File: config.mk
export PLATFORM = sky130hd
export DESIGN_NAME = boot_key_value_extractor_top
export DESIGN_NICKNAME = d
export VERILOG_FILES = /design/src/rtl/bkve_pkg.sv /design/src/rtl/bkve_parser.sv /design/src/rtl/bkve_out_fifo.sv /design/src/rtl/boot_key_value_extractor_top.sv
export SDC_FILE = /design/constraint.sdc
export NUM_CORES = 1
export LEC_CHECK = 0
export BUFFER_PORTS_ARGS = -buffer_cell sky130_fd_sc_hd__buf_2
export CAP_MARGIN = 15
export CELL_PAD_IN_SITES_DETAIL_PLACEMENT = 0
export CELL_PAD_IN_SITES_GLOBAL_PLACEMENT = 2
export CORE_ASPECT_RATIO = 2
export CORE_UTILIZATION = 37
export DETAILED_ROUTE_END_ITERATION = 8
export PLACE_DENSITY = 0.83
export SLEW_MARGIN = 20
export SYNTH_ARGS = -nofsm -noshare
export SYNTH_HDL_FRONTEND = slang
export SYNTH_SLANG_ARGS = --single-unit
File: constraint.sdc
create_clock -name clk -period 2.7 [get_ports clk]
set_input_delay 0.27 -clock clk [delete_from_list [all_inputs] [get_ports clk]]
set_output_delay 0.27 -clock clk [all_outputs]
set_load 0.01 [all_outputs]
File: src/rtl/bkve_pkg.sv
`default_nettype none

package bkve_pkg;

    localparam int MAX_TEXT_BYTES_DEF = 2048;
    localparam int FIFO_DEPTH = 4;
    localparam logic [2:0] KEY_LEN = 3'd5;

    localparam logic [7:0] CH_SPACE = 8'h20;
    localparam logic [7:0] CH_TAB   = 8'h09;
    localparam logic [7:0] CH_CR    = 8'h0D;
    localparam logic [7:0] CH_LF    = 8'h0A;
    localparam logic [7:0] CH_EQ    = 8'h3D;
    localparam logic [7:0] CH_NUL   = 8'h00;

    typedef enum logic [2:0] {
        PH_LEAD,
        PH_KEY,
        PH_AFTER_KEY,
        PH_AFTER_EQ,
        PH_VALUE,
        PH_SKIP_LINE,
        PH_DONE
    } phase_t;

    typedef struct packed {
        logic [7:0] path_byte;
        logic       last_of_path;
        logic       found;
    } res_t;

    // Up to two results are produced by one input transfer, already packed
    // so that the first valid result is always in the first slot.
    typedef struct packed {
        logic [1:0] count;
        res_t       first;
        res_t       second;
    } push_t;

    function automatic logic is_blank(input logic [7:0] c);
        return (c == CH_SPACE) || (c == CH_TAB) || (c == CH_CR);
    endfunction

    function automatic logic [7:0] key_char(input logic [2:0] pos);
        logic [7:0] ch;
        unique case (pos)
            3'd0:    ch = 8'h42; // B
            3'd1:    ch = 8'h4F; // O
            3'd2:    ch = 8'h4F; // O
            3'd3:    ch = 8'h54; // T
            3'd4:    ch = 8'h32; // 2
            default: ch = 8'h00;
        endcase
        return ch;
    endfunction

endpackage

`default_nettype wire

File: src/rtl/bkve_parser.sv
`default_nettype none

module bkve_parser #(
    parameter int MAX_TEXT_BYTES = bkve_pkg::MAX_TEXT_BYTES_DEF
) (
    input  wire logic            clk,
    input  wire logic            rst_n,
    input  wire logic            take,
    input  wire logic [7:0]      text_byte,
    input  wire logic            final_byte,
    output bkve_pkg::push_t      push
);
    import bkve_pkg::*;

    localparam int CNT_W = $clog2(MAX_TEXT_BYTES + 1);
    localparam logic [CNT_W-1:0] MAX_CNT = CNT_W'(MAX_TEXT_BYTES);

    phase_t           phase_reg, phase_next;
    logic [2:0]       key_pos_reg, key_pos_next;
    logic [7:0]       held_char_reg, held_char_next;
    logic             held_valid_reg, held_valid_next;
    logic [CNT_W-1:0] bytes_seen_reg, bytes_seen_next;
    logic             finished_reg, finished_next;

    res_t res_a, res_b;
    logic res_a_v, res_b_v;

    always_comb
    begin
        phase_next      = phase_reg;
        key_pos_next    = key_pos_reg;
        held_char_next  = held_char_reg;
        held_valid_next = held_valid_reg;
        bytes_seen_next = bytes_seen_reg;
        finished_next   = finished_reg;
        res_a   = '0;
        res_b   = '0;
        res_a_v = 1'b0;
        res_b_v = 1'b0;

        if (!finished_reg)
        begin
            if ((text_byte == CH_NUL) || (bytes_seen_reg >= MAX_CNT))
            begin
                // End of text: flush the held byte or report that nothing was found.
                if (held_valid_next)
                begin
                    res_a_v = 1'b1;
                    res_a   = '{path_byte: held_char_next, last_of_path: 1'b1, found: 1'b1};
                end
                else
                begin
                    res_a_v = 1'b1;
                    res_a   = '{path_byte: 8'h00, last_of_path: 1'b1, found: 1'b0};
                end
                held_valid_next = 1'b0;
                held_char_next  = 8'h00;
                finished_next   = 1'b1;
                phase_next      = PH_DONE;
            end
            else
            begin
                bytes_seen_next = bytes_seen_reg + CNT_W'(1);
                unique case (phase_reg)
                    PH_LEAD:
                    begin
                        if (is_blank(text_byte) || (text_byte == CH_LF))
                        begin
                            phase_next = PH_LEAD;
                        end
                        else if (text_byte == key_char(3'd0))
                        begin
                            key_pos_next = 3'd1;
                            phase_next   = PH_KEY;
                        end
                        else
                        begin
                            phase_next = PH_SKIP_LINE;
                        end
                    end
                    PH_KEY:
                    begin
                        if ((key_pos_reg < KEY_LEN) && (text_byte == key_char(key_pos_reg)))
                        begin
                            key_pos_next = key_pos_reg + 3'd1;
                            if (key_pos_next >= KEY_LEN)
                            begin
                                phase_next = PH_AFTER_KEY;
                            end
                        end
                        else
                        begin
                            phase_next = (text_byte == CH_LF) ? PH_LEAD : PH_SKIP_LINE;
                        end
                    end
                    PH_AFTER_KEY:
                    begin
                        if (is_blank(text_byte))
                        begin
                            phase_next = PH_AFTER_KEY;
                        end
                        else if (text_byte == CH_EQ)
                        begin
                            phase_next = PH_AFTER_EQ;
                        end
                        else
                        begin
                            phase_next = (text_byte == CH_LF) ? PH_LEAD : PH_SKIP_LINE;
                        end
                    end
                    PH_AFTER_EQ:
                    begin
                        if (is_blank(text_byte))
                        begin
                            phase_next = PH_AFTER_EQ;
                        end
                        else if (text_byte == CH_LF)
                        begin
                            phase_next = PH_LEAD;
                        end
                        else
                        begin
                            held_char_next  = text_byte;
                            held_valid_next = 1'b1;
                            phase_next      = PH_VALUE;
                        end
                    end
                    PH_VALUE:
                    begin
                        // One byte is held back so that the last mark is known when it leaves.
                        if (is_blank(text_byte) || (text_byte == CH_LF))
                        begin
                            if (held_valid_reg)
                            begin
                                res_a_v = 1'b1;
                                res_a   = '{path_byte: held_char_reg, last_of_path: 1'b1,
                                            found: 1'b1};
                            end
                            held_valid_next = 1'b0;
                            held_char_next  = 8'h00;
                            finished_next   = 1'b1;
                            phase_next      = PH_DONE;
                        end
                        else
                        begin
                            if (held_valid_reg)
                            begin
                                res_a_v = 1'b1;
                                res_a   = '{path_byte: held_char_reg, last_of_path: 1'b0,
                                            found: 1'b1};
                            end
                            held_char_next  = text_byte;
                            held_valid_next = 1'b1;
                        end
                    end
                    PH_SKIP_LINE:
                    begin
                        if (text_byte == CH_LF)
                        begin
                            phase_next = PH_LEAD;
                        end
                    end
                    default:
                    begin
                        phase_next = phase_reg;
                    end
                endcase
            end
        end

        if (final_byte)
        begin
            if (!finished_next)
            begin
                if (held_valid_next)
                begin
                    res_b_v = 1'b1;
                    res_b   = '{path_byte: held_char_next, last_of_path: 1'b1, found: 1'b1};
                end
                else
                begin
                    res_b_v = 1'b1;
                    res_b   = '{path_byte: 8'h00, last_of_path: 1'b1, found: 1'b0};
                end
            end
            phase_next      = PH_LEAD;
            key_pos_next    = 3'd0;
            held_char_next  = 8'h00;
            held_valid_next = 1'b0;
            bytes_seen_next = '0;
            finished_next   = 1'b0;
        end

        push.count  = take ? ({1'b0, res_a_v} + {1'b0, res_b_v}) : 2'd0;
        push.first  = res_a_v ? res_a : res_b;
        push.second = res_b;
    end

    always_ff @(posedge clk or negedge rst_n)
    begin
        if (!rst_n)
        begin
            phase_reg      <= PH_LEAD;
            key_pos_reg    <= 3'd0;
            held_char_reg  <= 8'h00;
            held_valid_reg <= 1'b0;
            bytes_seen_reg <= '0;
            finished_reg   <= 1'b0;
        end
        else if (take)
        begin
            phase_reg      <= phase_next;
            key_pos_reg    <= key_pos_next;
            held_char_reg  <= held_char_next;
            held_valid_reg <= held_valid_next;
            bytes_seen_reg <= bytes_seen_next;
            finished_reg   <= finished_next;
        end
    end

endmodule

`default_nettype wire

File: src/rtl/bkve_out_fifo.sv
`default_nettype none

module bkve_out_fifo (
    input  wire logic            clk,
    input  wire logic            rst_n,
    input  wire bkve_pkg::push_t push,
    output logic                 room,
    output logic                 out_valid,
    input  wire logic            out_ready,
    output bkve_pkg::res_t       out_res
);
    import bkve_pkg::*;

    localparam int PTR_W = $clog2(FIFO_DEPTH);
    localparam int CNT_W = $clog2(FIFO_DEPTH + 1);

    res_t             mem [FIFO_DEPTH];
    logic [PTR_W-1:0] wr_ptr_reg, wr_ptr_next;
    logic [PTR_W-1:0] rd_ptr_reg, rd_ptr_next;
    logic [CNT_W-1:0] count_reg, count_next;
    logic             pop;

    assign out_valid = (count_reg != '0);
    assign out_res   = mem[rd_ptr_reg];
    assign pop       = out_valid && out_ready;
    // One transfer can give two results, so two free entries are needed to take it.
    assign room      = (count_reg <= CNT_W'(FIFO_DEPTH - 2));

    always_comb
    begin
        wr_ptr_next = wr_ptr_reg + PTR_W'(push.count);
        rd_ptr_next = rd_ptr_reg + PTR_W'(pop);
        count_next  = count_reg + CNT_W'(push.count) - CNT_W'(pop);
    end

    always_ff @(posedge clk or negedge rst_n)
    begin
        if (!rst_n)
        begin
            wr_ptr_reg <= '0;
            rd_ptr_reg <= '0;
            count_reg  <= '0;
        end
        else
        begin
            wr_ptr_reg <= wr_ptr_next;
            rd_ptr_reg <= rd_ptr_next;
            count_reg  <= count_next;
        end
    end

    always_ff @(posedge clk)
    begin
        if (push.count != 2'd0)
        begin
            mem[wr_ptr_reg] <= push.first;
        end
        if (push.count == 2'd2)
        begin
            mem[wr_ptr_reg + PTR_W'(1)] <= push.second;
        end
    end

endmodule

`default_nettype wire

File: src/rtl/boot_key_value_extractor_top.sv
`default_nettype none

// Extracts the value of the BOOT2 key from a configuration text streamed in one
// byte per transfer (s_tlast marks the last byte of a text). Each value byte
// leaves as one output transfer, the last one with m_tlast set and m_tuser
// (found) high; a text without a usable BOOT2 line gives a single transfer
// with data zero, m_tlast high and m_tuser low. One input transfer is taken
// per cycle: the parser updates its state in the accepting cycle and writes
// its results into a four-entry output queue, and s_tready stays high while
// at least two queue entries are free, so a sink that takes every cycle never
// stalls the input. Bytes after the value or after end of text are consumed
// without results until the transfer that carries s_tlast. A zero byte, or a
// byte beyond MAX_TEXT_BYTES, ends the text.
module boot_key_value_extractor_top #(
    parameter int MAX_TEXT_BYTES = bkve_pkg::MAX_TEXT_BYTES_DEF
) (
    input  wire logic       clk,
    input  wire logic       rst_n,
    input  wire logic       s_tvalid,
    output logic            s_tready,
    input  wire logic [7:0] s_tdata,   // [7:0] text_byte
    input  wire logic       s_tlast,   // final_byte
    output logic            m_tvalid,
    input  wire logic       m_tready,
    output logic [7:0]      m_tdata,   // [7:0] path_byte
    output logic            m_tlast,   // last_of_path
    output logic            m_tuser    // found
);
    import bkve_pkg::*;

    push_t push;
    res_t  out_res;
    logic  room;
    logic  take;

    assign s_tready = room;
    assign take     = s_tvalid && room;

    bkve_parser #(
        .MAX_TEXT_BYTES(MAX_TEXT_BYTES)
    ) u_parser (
        .clk        (clk),
        .rst_n      (rst_n),
        .take       (take),
        .text_byte  (s_tdata),
        .final_byte (s_tlast),
        .push       (push)
    );

    bkve_out_fifo u_fifo (
        .clk       (clk),
        .rst_n     (rst_n),
        .push      (push),
        .room      (room),
        .out_valid (m_tvalid),
        .out_ready (m_tready),
        .out_res   (out_res)
    );

    assign m_tdata = out_res.path_byte;
    assign m_tlast = out_res.last_of_path;
    assign m_tuser = out_res.found;

endmodule

`default_nettype wire

[Word-level counts from Yosys, hierarchy flattened]
Memory sizes are Yosys's and may differ from the RTL's.
Cells that the tools add are included.
Storage, ports and cells
  flip-flop bits (word level): 35
  bits in latches: 0
  RAM bits: 40
  ROM bits: 0
  logic and storage cells: 135
  memories: 1
Operators by class
  $add $sub $neg: 8
  $mul: 0
  div/mod/pow operators: 0
  $lt $le $gt $ge: 4
  equality and inequality tests: 25
  shift-type cells: 0
  multiplexer cells: 70
  bitwise logic cells: 0
  reductions and logical operators: 18
Memory list
  u_fifo.mem: words 4, bits a word 10, read ports 1, clocked after Yosys merged registers in 0, write ports 2, line bkve_out_fifo.sv:17  | res_t mem [FIFO_DEPTH];
Operators by type and width (count)
  10-bit two-way mux: 11
  8-bit two-way mux: 9
  3-bit two-way mux: 20
  12-bit two-way mux: 3
  7-bit case mux with 4 select lines: 1
  8-bit by 4-bit equality test with 1-bit output (second input constant): 3
  1-bit two-way mux: 21
  3-bit case mux with 6 select lines: 1
  8-bit by 6-bit equality test with 1-bit output (second input constant): 2
  8-bit case mux with 2 select lines: 1
  12-bit by 1-bit adder with 12-bit output (second input constant): 1
  3-bit by 2-bit equality test with 1-bit output (second input constant): 4
  12-bit greater-or-equal comparator (second input constant): 1
  3-bit equality test (second input constant): 3
  8-bit by 7-bit equality test with 1-bit output (second input constant): 1
  8-bit equality test: 1
  8-bit logical NOT: 1
  4-bit by 2-bit inequality test with 1-bit output (second input constant): 2
  8-bit nonzero test: 1
  7-bit AND reduction: 1
  3-bit by 1-bit equality test with 1-bit output (second input constant): 2
  3-bit logical NOT: 2
  3-bit by 2-bit inequality test with 1-bit output (second input constant): 2
  3-bit case mux with 2 select lines: 1
  23 further kinds: 30

[Logic depth before layout (Yosys ltp)]
Gate-level depths: netlist of the first run.
  word-level depth: 15
  gate-level depth with buffers: 15
  depth with buffers taken out: 14

[Modules after synthesis]
A second synthesis of the first run with hierarchy kept.
Unflattened totals
  cells, all modules: 427
  area, all modules: 4953.5 sq um
Modules (own cells, without submodules)
  bkve_out_fifo: times used 1, cells each 136, area each 2517.4 sq um, sequential area each 1376.3 sq um
  bkve_parser: times used 1, cells each 290, area each 2429.8 sq um, sequential area each 700.7 sq um
  boot_key_value_extractor_top: times used 1, cells each 1, area each 6.3 sq um, sequential area each 0.0 sq um

[Worst setup path before layout of the first run]
No wires, ideal clock.
  path kind: input to register
  start point: in s_tdata[6]
  end point: mem u_fifo.mem[3][0] (netlist bit), enable pin
  library setup time: 392 ps
  arrival time: 2866 ps
  required time: 2308 ps
  setup slack: -558 ps
  cell stages on the path: 9
  path buffers: 0
  cells stage by stage: or4_4 > nor3_4 > or2_2 > nand2_1 > and3_1 > ha_1 > nor2b_1 > a21oi_1 > nor3b_1
RTL lines
  start: declaration: line boot_key_value_extractor_top.sv:21  | input wire logic [7:0] s_tdata,
  end: declaration: line bkve_out_fifo.sv:17

[Worst setup path in the final report of the first run]
  start point: in s_tdata[5]
  end point: reg u_fifo.count_reg[2]
Between the ends
  cells in the longest elaborated chain, start to end: 14
RTL lines
  8-bit by 6-bit equality test with 1-bit output or 8-bit by 4-bit equality test with 1-bit output (tied branches): line bkve_pkg.sv:41  | return (c == CH_SPACE) || (c == CH_TAB) || (c == CH_CR);
  1-bit logical OR (2 in series): line bkve_pkg.sv:41
  1-bit logical OR: line bkve_parser.sv:131  | if (is_blank(text_byte) || (text_byte == CH_LF))
  1-bit two-way mux: line bkve_parser.sv:131
  1-bit two-way mux: line bkve_parser.sv:64  | unique case (phase_reg)
  1-bit two-way mux: line bkve_parser.sv:43  | if ((text_byte == CH_NUL) || (bytes_seen_reg >= MAX_CNT))
  1-bit two-way mux: line bkve_parser.sv:41  | if (!finished_reg)
  1-bit two-way mux: line bkve_parser.sv:173  | if (!finished_next)
  1-bit two-way mux: line bkve_parser.sv:171  | if (final_byte)
  1-bit by 1-bit adder with 2-bit output *: line bkve_parser.sv:194  | push.count = take ? ({1'b0, res_a_v} + {1'b0, res_b_v}) : 2'd0;
  2-bit two-way mux *: line bkve_parser.sv:194
  3-bit by 2-bit adder with 3-bit output *: line bkve_out_fifo.sv:33  | count_next = count_reg + CNT_W'(push.count) - CNT_W'(pop);
  3-bit by 1-bit subtractor with 3-bit output *: line bkve_out_fifo.sv:33
  via u_fifo.count_next[2]: line bkve_out_fifo.sv:20  | logic [CNT_W-1:0] count_reg, count_next;
  end signal: assignment: line bkve_out_fifo.sv:48  | count_reg <= count_next;
  end: declaration: line bkve_out_fifo.sv:20
The timed path passes the listed nets; every way through them passes the cells marked *.
A chain may end at the register's enable or synchronous reset.

==> impl_metrics.py, run 1 <==
metrics = {
    "status": {
        "run_status": "finished clean",
    },
    "route": {
        "via_per_inst": 5.66,
        "wire_per_inst_um": 18.3,
        "drc_errors": 0,
        "finalWirelength_um": 11700,
        "drt-pass1-iter-count": 4,
        "via_count": 3628,
        "antenna_left": 0,
        "drt-initial-drc-count": 190,
    },
    "logic_synthesis": {
        "ys_warn_count": 0,
        "synth_edf_count": 40,
        "synth_cell_types": 69,
        "syn_avg_cell_area_um2": 10.7,
        "synthesis.area_mm2": 0.00448,
        "ys_ff_latch": 75,
        "synth_area_leaders": "edfxtp_1 (27%), dfrtp_1 (20%), a22o_1 (8.0%)",
        "synthFlopType": "edfxtp_1",
        "synthArstFlopShare_pct": 46.7,
        "netlist_instances": 419,
        "synth_top_area_share_pct": 26.8,
        "seq_area_frac_synth_pct": 46.4,
        "yosysTopAreaCell": "edfxtp_1",
        "synth_fp_nets": 447,
    },
    "grt": {
        "grt_pass1_vias": 3867,
        "antenna_found_initial": 0,
        "grt-ovfl-total": 0,
        "grt_max_degree": 36,
        "grt_usage_pct": 20.2,
        "grt_pass1_wl_um": 19100,
    },
    "min_path": {
        "hold_path.class": "input pin to asynchronous set/reset pin",
    },
    "timing": {
        "worst_pin_slew_ps": 853,
        "setup_viol": 0,
        "finalClockSkew_ps": 7.77,
        "grt_setup_unrepaired": "true",
        "period_share_pct": 97.2,
        "slew_violations": 0,
        "hold_viol_final": 0,
        "fmax_ghz": 0.381,
        "maxSlewHeadroom_pct": 43.2,
        "fin_crit_ps": 2620,
    },
    "critical_path": {
        "required_ps": 2920,
        "endpoint_kind": "flop",
        "worst_setup_path_start_kind": "input pin",
        "arrival_ps": 2840,
        "worstSetupPathType": "input pin to flop",
        "crit_fanout": 3,
    },
    "floorplan": {
        "rows": 56,
        "start_util_pct": 38.1,
        "dieArea_mm2": 0.0126,
        "die-height_um": 158,
        "fp.dieW_um": 79.8,
        "fp.coreArea_mm2": 0.0118,
        "ios": 25,
    },
    "cts": {
        "insertion_delay_ps": 330,
        "max-clock-path-buffers": 2,
        "cts.sinks": 75,
        "cts-buffers-inserted": 9,
        "path_clk_slew_ps": 60,
        "ctsHoldBuffers": 0,
        "cts_tree": "done",
        "htree_levels": 3,
        "root_buffer": "clkbuf_16",
    },
    "power": {
        "power_density_mw_per_mm2": 997,
        "p_leak_nw": 2.32,
        "ir_worst_vdd_mv": 0.464,
        "power_mw": 5.64,
    },
    "cells_and_area": {
        "drive_gt1_share_pct": 30.4,
        "multi_input_area_mm2": 0.00243,
        "final_common_cell": "buf_4",
        "fillCellCount": 1104,
        "antennaDiodeCount": 0,
        "largest_reg_flops": 40,
        "area_delta_synth_final_pct": 26.3,
        "nets": 519,
        "regArea_mm2": 0.00208,
        "layout_common_cells": "buf_4 (50), a22o_1 (41), edfxtp_1 (40), dfrtp_1 (35), nand2_1 (31)",
        "final_area_mm2": 0.00566,
    },
    "placed_design": {
        "portBuffers": 24,
        "placed_cell_area_mm2": 0.00525,
        "gp_congestion": 0.872,
        "detailed_place_hpwl_um": 9230,
    },
    "flow_run": {
        "cap_violations": 0,
    },
}
through the flow:
stage          TNS (ps)  setup WS, ps  hold WS [ps]  util (%)  cells
3_5_place_dp     -25030          -476           432      44.6    621
2_1_floorplan     -3270          -212         -25.6         -    419
3_3_place_gp     -21790          -389           415      44.6    621
6_report              0          75.5          31.5      48.1    641
4_1_cts           -7.35         -7.35          74.1      47.8    640
5_1_grt           -9.22         -9.22           105      48.1    641
worst paths after layout:
| check | startpoint | endpoint | slack [ps] | cells after the start |
|---|---|---|---|---|
| max in group asynchronous | rst_n | u_parser.held_char_reg[1] | 2110 | 1 |
| setup / recovery | s_tdata[5] | u_fifo.count_reg[2] | 80 | 15 |
| hold / removal | rst_n | u_fifo.rd_ptr_reg[1] | 30 | 1 |
| setup reg to reg | u_parser.phase_reg[0] | u_fifo.mem[2][1] | 180 | 9 |
| min in group clk | m_tready | u_fifo.rd_ptr_reg[0] | 400 | 3 |
| hold reg to reg | u_fifo.count_reg[2] | u_fifo.count_reg[2] | 520 | 1 |
cell type report:
| cell class | instances | area share (%) |
|---|---|---|
| repair buffers | 78 | 10.3 |
| clock inverters | 6 | 1.41 |
| clock buffers | 10 | 4.05 |
| inverters | 20 | 1.33 |
| flip-flops and latches | 75 | 36.7 |
| multi-input cells | 307 | 43.0 |
| well taps | 145 | 3.21 |
worst max-delay path, cell delays in order:
cell     delay (ps)
buf_6            90
or4_4           550
nor3_4          180
or2_4           160
nand2_2          60
and3_4          170
ha_4            290
nand2_4          50
ha_4            210
inv_2            60
ha_4            110
inv_2            30
fa_2            320
xor2_1          150
xnor2_1         120
cell usage after synthesis, types with 6 or more instances:
| cell type | number |
|---|---|
| a21oi_1 | 29 |
| a22o_1 | 41 |
| and2_1 | 6 |
| and3_1 | 6 |
| clkbuf_1 | 13 |
| dfrtp_1 | 35 |
| edfxtp_1 | 40 |
| ha_1 | 14 |
| inv_1 | 19 |
| mux4_2 | 10 |
| nand2_1 | 33 |
| nand3_1 | 6 |
| nor2_1 | 32 |
| nor3_1 | 8 |
| o21ai_0 | 17 |
| o22ai_1 | 9 |
| xor2_1 | 9 |
where the power goes:
part           leakage, nW  switching, mW  total (mW)  internal [mW]
clock                0.148          0.451        1.25          0.801
sequential           0.825          0.329        1.84           1.51
combinational         1.35           1.36        2.55           1.19
total                 2.32           2.14        5.64           3.51
what timing repair did:
action                     4_1_cts  5_1_grt
pin swaps                       10        3
setup endpoints to repair       28       29
setup buffers                    4        1
resized for setup                8        2
metal layers:
layer,vias to the layer above,track usage [%],share of wire [%]
li1,1745,-,-
met1,1798,18.8,35
met2,58,41.0,60
met3,27,2.48,1.8
met4,0,10.3,3.5
met5,-,0,0
logic make-up (layout without fill, tap and decap cells):
| family | after synthesis | after routing | synth area share [%] |
|---|---|---|---|
| AOI/OAI and AO/OA | 131 | 131 | 21.1 |
| and+or+nand+nor | 131 | 131 | 15.7 |
| DFF | 75 | 75 | 46.4 |
| buffers and inverters | 37 | 114 | 3.16 |
| muxes | 18 | 18 | 7.01 |
| adders and majority gates | 15 | 15 | 4.36 |
| xor gates and xnor gates | 12 | 12 | 2.35 |
(Power assumes the default switching activity.)
==> run 2: changes to the inputs <==
--- a/config.mk
+++ b/config.mk
@@ -5,14 +5,15 @@
 export SDC_FILE = /design/constraint.sdc
 export NUM_CORES = 1
 export LEC_CHECK = 0
+export ABC_AREA = 1
 export BUFFER_PORTS_ARGS = -buffer_cell sky130_fd_sc_hd__buf_2
 export CAP_MARGIN = 15
 export CELL_PAD_IN_SITES_DETAIL_PLACEMENT = 0
 export CELL_PAD_IN_SITES_GLOBAL_PLACEMENT = 2
 export CORE_ASPECT_RATIO = 2
-export CORE_UTILIZATION = 37
+export CORE_UTILIZATION = 33
 export DETAILED_ROUTE_END_ITERATION = 8
-export PLACE_DENSITY = 0.83
+export PLACE_DENSITY_LB_ADDON = 0.12
 export SLEW_MARGIN = 20
 export SYNTH_ARGS = -nofsm -noshare
 export SYNTH_HDL_FRONTEND = slang
==> impl_metrics.py, run 2 <==
metrics = {
    "critical_path": {
        "critPathBufInv": 5,
        "required_ps": 2910,
        "crit_path_max_incr_delay_ps": 390,
        "worst_setup_path_start_kind": "flop",
        "endpoint_kind": "flop",
        "worstSetupPathType": "flop to flop",
        "crit_slowest_cell": "dfrtp_1",
        "arrival_ps": 2820,
        "critical_path.startpoint": "u_parser.phase_reg[0]",
        "crit_fanout": 3,
        "r2r_start": "u_parser.phase_reg[0]",
        "path_cells": "nor2_2 > nand2_2 > inv_2 > nand2_2 > nand3_4 > nor2_8 > ha_4 > inv_2 > nor2_4 > inv_2 > ha_4 > inv_4 > ha_4 > inv_2 > fa_2 > xnor2_2 > xor2_1",
        "critical-path-top-delay-family": "adder cells",
        "cp_common_cell": "inv_2",
    },
    "route": {
        "via_count": 4358,
        "antenna_left": 0,
        "drc_errors": 0,
        "wire_per_inst_um": 14.9,
        "drt-pass1-iter-count": 4,
        "via_per_inst": 4.69,
        "drt-initial-drc-count": 160,
        "finalWirelength_um": 13900,
    },
    "timing": {
        "worst_pin_slew_ps": 872,
        "period_share_pct": 96.7,
        "slew_violations": 0,
        "hold_viol_final": 0,
        "maxSlewHeadroom_pct": 41.8,
        "fin_hold_ws_ps": 42.2,
        "finalClockSkew_ps": 8.18,
        "grt_setup_unrepaired": "true",
        "fmax_ghz": 0.383,
        "fin_crit_ps": 2610,
        "setup_viol": 0,
        "finalSetupTns_ps": 0,
    },
    "logic_synthesis": {
        "synthesis.area_mm2": 0.00491,
        "synth_adder_area_share_pct": 3.97,
        "synth_top_family_by_area": "simple AND/OR/NAND/NOR gates",
        "synthArstFlopShare_pct": 46.7,
        "synthFlopType": "edfxtp_1",
        "synth_fp_nets": 684,
        "netlist_instances": 656,
        "synth-simple-area-share_pct": 33.1,
        "yosys.area_share.xor_xnor_pct": 2.14,
        "synth_edf_count": 40,
        "netlist_top_cells_count": "nand2_1 (219), inv_1 (59), nor2_1 (57)",
        "ys_warn_count": 0,
        "syn_avg_cell_area_um2": 7.49,
        "synth_top_area_share_pct": 24.4,
        "synth_area_leaders": "edfxtp_1 (24%), dfrtp_1 (18%), nand2_1 (17%)",
        "synthMuxAreaShare_pct": 0,
        "ys_ff_latch": 75,
        "yosysMostFrequentCell": "nand2_1",
        "synth_compound_area_share_pct": 11.4,
        "yosysTopAreaCell": "edfxtp_1",
        "synth_cell_types": 44,
        "seq_area_frac_synth_pct": 42.3,
    },
    "power": {
        "power_density_mw_per_mm2": 863,
        "sw_frac_of_total_pct": 41.5,
        "pwr-share-clk_pct": 24.1,
        "p_leak_nw": 2.80,
        "p_int_mw": 3.06,
        "pwr-share-comb_pct": 43.8,
        "power.share.sequential_pct": 32.0,
        "netSwitchingPower_mw": 2.17,
        "ir_worst_vdd_mv": 0.330,
    },
    "cells_and_area": {
        "largest_reg_flops": 40,
        "drive_gt1_share_pct": 21.4,
        "nets": 761,
        "area_delta_synth_final_pct": 23.5,
        "post-route-util_pct": 42.1,
        "antennaDiodeCount": 0,
        "final_common_cell": "nand2_1",
        "fillCellCount": 1537,
        "layout_common_cells": "nand2_1 (218), buf_4 (57), nor2_1 (55), inv_1 (53), o21ai_0 (50)",
    },
    "flow_run": {
        "cap_violations": 0,
    },
    "floorplan": {
        "start_util_pct": 34.1,
        "fp.coreArea_mm2": 0.0144,
        "rows": 62,
        "die-height_um": 175,
        "dieArea_mm2": 0.0154,
        "ios": 25,
        "fp.dieW_um": 88.3,
    },
    "grt": {
        "grt-ovfl-total": 0,
        "antenna_found_initial": 0,
        "grt_max_degree": 36,
        "grt_pass1_wl_um": 22700,
        "grt_usage_pct": 19.7,
        "grt_pass1_vias": 4456,
    },
    "placed_design": {
        "detailed_place_hpwl_um": 11300,
        "gp_congestion": 0.856,
        "portBuffers": 24,
    },
    "cts": {
        "cts-buffers-inserted": 9,
        "cts_tree": "done",
        "ctsHoldBuffers": 0,
        "cts.sinks": 75,
        "max-clock-path-buffers": 2,
        "insertion_delay_ps": 340,
        "htree_levels": 3,
        "path_clk_slew_ps": 70,
        "root_buffer": "clkbuf_16",
    },
    "min_path": {
        "hold_path.class": "input pin to asynchronous set/reset pin",
    },
    "status": {
        "run_status": "finished clean",
    },
}
## run 2: path summary, 6_finish.rpt
path	end	slack [ps]	depth (start not counted)
worst max register to register	u_fifo.count_reg[2]	90	17
worst min-delay path	u_parser.bytes_seen_reg[6]	40	1
worst min register to register	u_fifo.count_reg[2]	540	1
max in group asynchronous	u_parser.bytes_seen_reg[11]	2050	1
worst max-delay path	u_fifo.count_reg[2]	90	17
min in group clk	u_parser.bytes_seen_reg[10]	300	3
## run 2: cell type report
class | count | area, um^2 | share of cell area [%]
Clock inverter | 7 | 82.6 | 1.36
Clock buffer | 9 | 225 | 3.71
Sequential cell | 75 | 2080 | 34.2
Tap cell | 192 | 240 | 3.96
Inverter | 69 | 264 | 4.35
Multi-Input combinational cell | 493 | 2550 | 42.0
Timing Repair Buffer | 85 | 628 | 10.4
## run 2: cells by family after synthesis
kind of cell	count (synthesis)
and+or+nand+nor	369
AOI/OAI and AO/OA	97
buffers and inverters	88
DFF	75
adders and majority gates	15
xor gates and xnor gates	12
## run 2: stage by stage
| step | instances | total power [mW] | setup WS [ps] | instance area, um^2 |
|---|---|---|---|---|
| floorplan | 656 | 3.17 | 8.71 | 4920 |
| global placement | 910 | 3.84 | -136 | 5670 |
| detailed placement | 910 | 3.91 | -252 | 5670 |
| CTS | 928 | 5.22 | 36.2 | 6010 |
| global route | 930 | 5.68 | -33.4 | 6070 |
| finish | 930 | 5.23 | 89.5 | 6070 |
## run 2: routing by layer
| layer | GRT usage [%] | part of all wire [%] |
|---|---|---|
| met1 | 18.1 | 35 |
| met2 | 41.2 | 62 |
| met4 | 6.59 | 1.8 |
| met5 | 0 | 0 |
| met3 | 2.33 | 1.3 |
## run 2: power by group through the flow
stage	Sequential (mW)	Combinational [mW]	Clock, mW
after global routing	1.71	2.63	1.34
after global placement	1.69	2.15	0
after detailed placement	1.69	2.22	0
after floorplan	1.63	1.54	0
after CTS	1.68	2.25	1.30
final	1.68	2.29	1.26
## run 2: timing repair
action	CTS	global route
buffers inserted	2	2
setup endpoints to repair	1	1
gates resized for setup	6	11
pin swaps	4	9
hold endpoints to repair	0	0
==> run 3: changes to the inputs <==
--- a/config.mk
+++ b/config.mk
@@ -11,7 +11,7 @@
 export CELL_PAD_IN_SITES_DETAIL_PLACEMENT = 0
 export CELL_PAD_IN_SITES_GLOBAL_PLACEMENT = 2
 export CORE_ASPECT_RATIO = 2
-export CORE_UTILIZATION = 33
+export CORE_UTILIZATION = 30
 export DETAILED_ROUTE_END_ITERATION = 8
 export PLACE_DENSITY_LB_ADDON = 0.12
 export SLEW_MARGIN = 20
==> impl_metrics.py, run 3 (synthesis gave the netlist of run 2 again) <==
metrics = {
    "floorplan": {
        "fp.dieW_um": 92.5,
        "rows": 65,
        "fp.coreArea_mm2": 0.0159,
        "dieArea_mm2": 0.0169,
        "ios": 25,
        "die-height_um": 183,
        "start_util_pct": 31.0,
    },
    "timing": {
        "setup_viol": 0,
        "finalClockSkew_ps": 11.6,
        "fin_crit_ps": 2670,
        "hold_viol_final": 0,
        "slew_violations": 0,
        "finalSetupTns_ps": 0,
        "fmax_ghz": 0.375,
        "worst_pin_slew_ps": 904,
        "layout_setup_ws_ps": 32.5,
        "period_share_pct": 98.8,
        "maxSlewHeadroom_pct": 39.7,
        "grt_setup_unrepaired": "true",
    },
    "route": {
        "antenna_left": 0,
        "via_per_inst": 4.66,
        "finalWirelength_um": 13700,
        "wire_per_inst_um": 14.6,
        "drt-initial-drc-count": 191,
        "drc_errors": 0,
        "drt-pass1-iter-count": 4,
        "via_count": 4373,
    },
    "critical_path": {
        "crit_fanout": 4,
        "critical_path.startpoint": "u_parser.phase_reg[0]",
        "worst_setup_path_start_kind": "flop",
        "worstReg2RegEnd": "u_fifo.count_reg[2]",
        "required_ps": 2910,
        "reg2reg_slack_ps": 30,
        "worstSetupPathType": "flop to flop",
        "reg2regPathDepth": 17,
        "r2r_start": "u_parser.phase_reg[0]",
        "endpoint_kind": "flop",
        "arrival_ps": 2880,
    },
    "power": {
        "p_leak_nw": 2.80,
        "power.share.sequential_pct": 32.8,
        "pwr-share-clk_pct": 23.5,
        "p_int_mw": 3.03,
        "pwr-share-comb_pct": 43.7,
        "netSwitchingPower_mw": 2.07,
        "ir_worst_vdd_mv": 0.392,
        "power_density_mw_per_mm2": 846,
        "sw_frac_of_total_pct": 40.6,
    },
    "status": {
        "run_status": "finished clean",
    },
    "grt": {
        "grt-ovfl-total": 0,
        "grt_max_degree": 36,
        "grt_pass1_wl_um": 22400,
        "grt_pass1_vias": 4368,
        "antenna_found_initial": 0,
        "grt_usage_pct": 17.4,
    },
    "cts": {
        "htree_levels": 3,
        "path_clk_slew_ps": 60,
        "cts-buffers-inserted": 9,
        "cts.sinks": 75,
        "root_buffer": "clkbuf_16",
        "max-clock-path-buffers": 2,
        "insertion_delay_ps": 340,
        "cts_tree": "done",
    },
    "min_path": {
        "hold_path.class": "input pin to asynchronous set/reset pin",
    },
    "placed_design": {
        "portBuffers": 24,
        "dpl_worst_slack_ps": -254,
        "gp_congestion": 0.803,
        "placed_cells": 921,
        "detailed_place_hpwl_um": 11200,
    },
    "cells_and_area": {
        "largest_reg_flops": 40,
        "final_common_cell": "nand2_1",
        "area_delta_synth_final_pct": 22.7,
        "instances_no_fill": 938,
        "antennaDiodeCount": 0,
        "drive_gt1_share_pct": 20.4,
        "layout_common_cells": "nand2_1 (218), buf_4 (56), inv_1 (55), nor2_1 (55), o21ai_0 (51)",
        "fillCellCount": 1689,
        "nets": 760,
    },
    "flow_run": {
        "cap_violations": 0,
    },
}
-- run 3: cell types whose count changed in the layout (fill, tap and decap cells not counted), moves of 2 or more --
cell / delta
inv_1: +2
ha_4: -2
inv_6: -3
clkinvlp_4: -2
clkinv_2: +2
clkbuf_1: +3
-- run 3: cell type report --
| type | count | area (um^2) | area share [%] |
|---|---|---|---|
| clock buffer | 13 | 250 | 4.15 |
| clock inverter | 3 | 40.0 | 0.664 |
| inverter | 69 | 262 | 4.34 |
| multi-input combinational | 493 | 2530 | 41.9 |
| sequential | 75 | 2080 | 34.5 |
| tap | 201 | 251 | 4.17 |
| timing repair buffer | 84 | 621 | 10.3 |
-- run 3: routing by layer --
| metal | wire (um) | vias to the layer above | global-route usage (%) |
|---|---|---|---|
| li1 | - | 2292 | - |
| met1 | 4800 | 2014 | 16.7 |
| met5 | 0 | - | 0 |
| met4 | 233 | 0 | 6.00 |
| met2 | 8390 | 53 | 36.2 |
| met3 | 253 | 14 | 2.03 |
-- run 3: power groups by stage --
stage	clock network [mW]	logic [mW]	registers (mW)
finish	1.20	2.23	1.67
global route	1.28	2.56	1.71
CTS	1.23	2.26	1.68
detailed placement	0	2.22	1.70
global placement	0	2.17	1.69
floorplan	0	1.54	1.63
-- run 3: metrics by stage --
step | utilization (%) | power [mW] | hold slack [ps] | area (um^2)
2_1_floorplan | - | 3.17 | -25.6 | 4920
3_3_place_gp | 35.9 | 3.86 | 444 | 5690
3_5_place_dp | 35.9 | 3.92 | 457 | 5690
4_1_cts | 37.8 | 5.17 | 95.0 | 6000
5_1_grt | 38.0 | 5.55 | 130 | 6030
6_report | 38.0 | 5.10 | 64.6 | 6030
-- run 3: repair_timing --
item,CTS,global route
hold buffers,0,0
buffers inserted,0,1
gates resized for setup,4,6
setup endpoints to repair,1,2
pin swaps,1,10
-- run 3: how the worst max path moves through the flow --
stage                     slack [ps]             endpoint  cells after the start
after floorplan                    9  u_fifo.count_reg[2]                     19
after global placement          -220  u_fifo.count_reg[2]                     20
after detailed placement        -250  u_fifo.count_reg[2]                     20
after CTS                         20  u_fifo.count_reg[2]                     17
after global routing            -140  u_fifo.count_reg[2]                     17
final                             30  u_fifo.count_reg[2]                     17
-- run 3: worst max-delay path, stage by stage, from the launching register on --
cell,delay (ps)
dfrtp_1,400
nor2_2,150
nand2_2,100
inv_2,70
nand2_2,60
nand3_4,90
nor2_8,50
ha_4,260
inv_2,40
nor2_4,70
inv_1,50
ha_1,270
inv_1,60
ha_2,160
inv_2,40
fa_2,360
xnor2_2,150
xor2_1,160
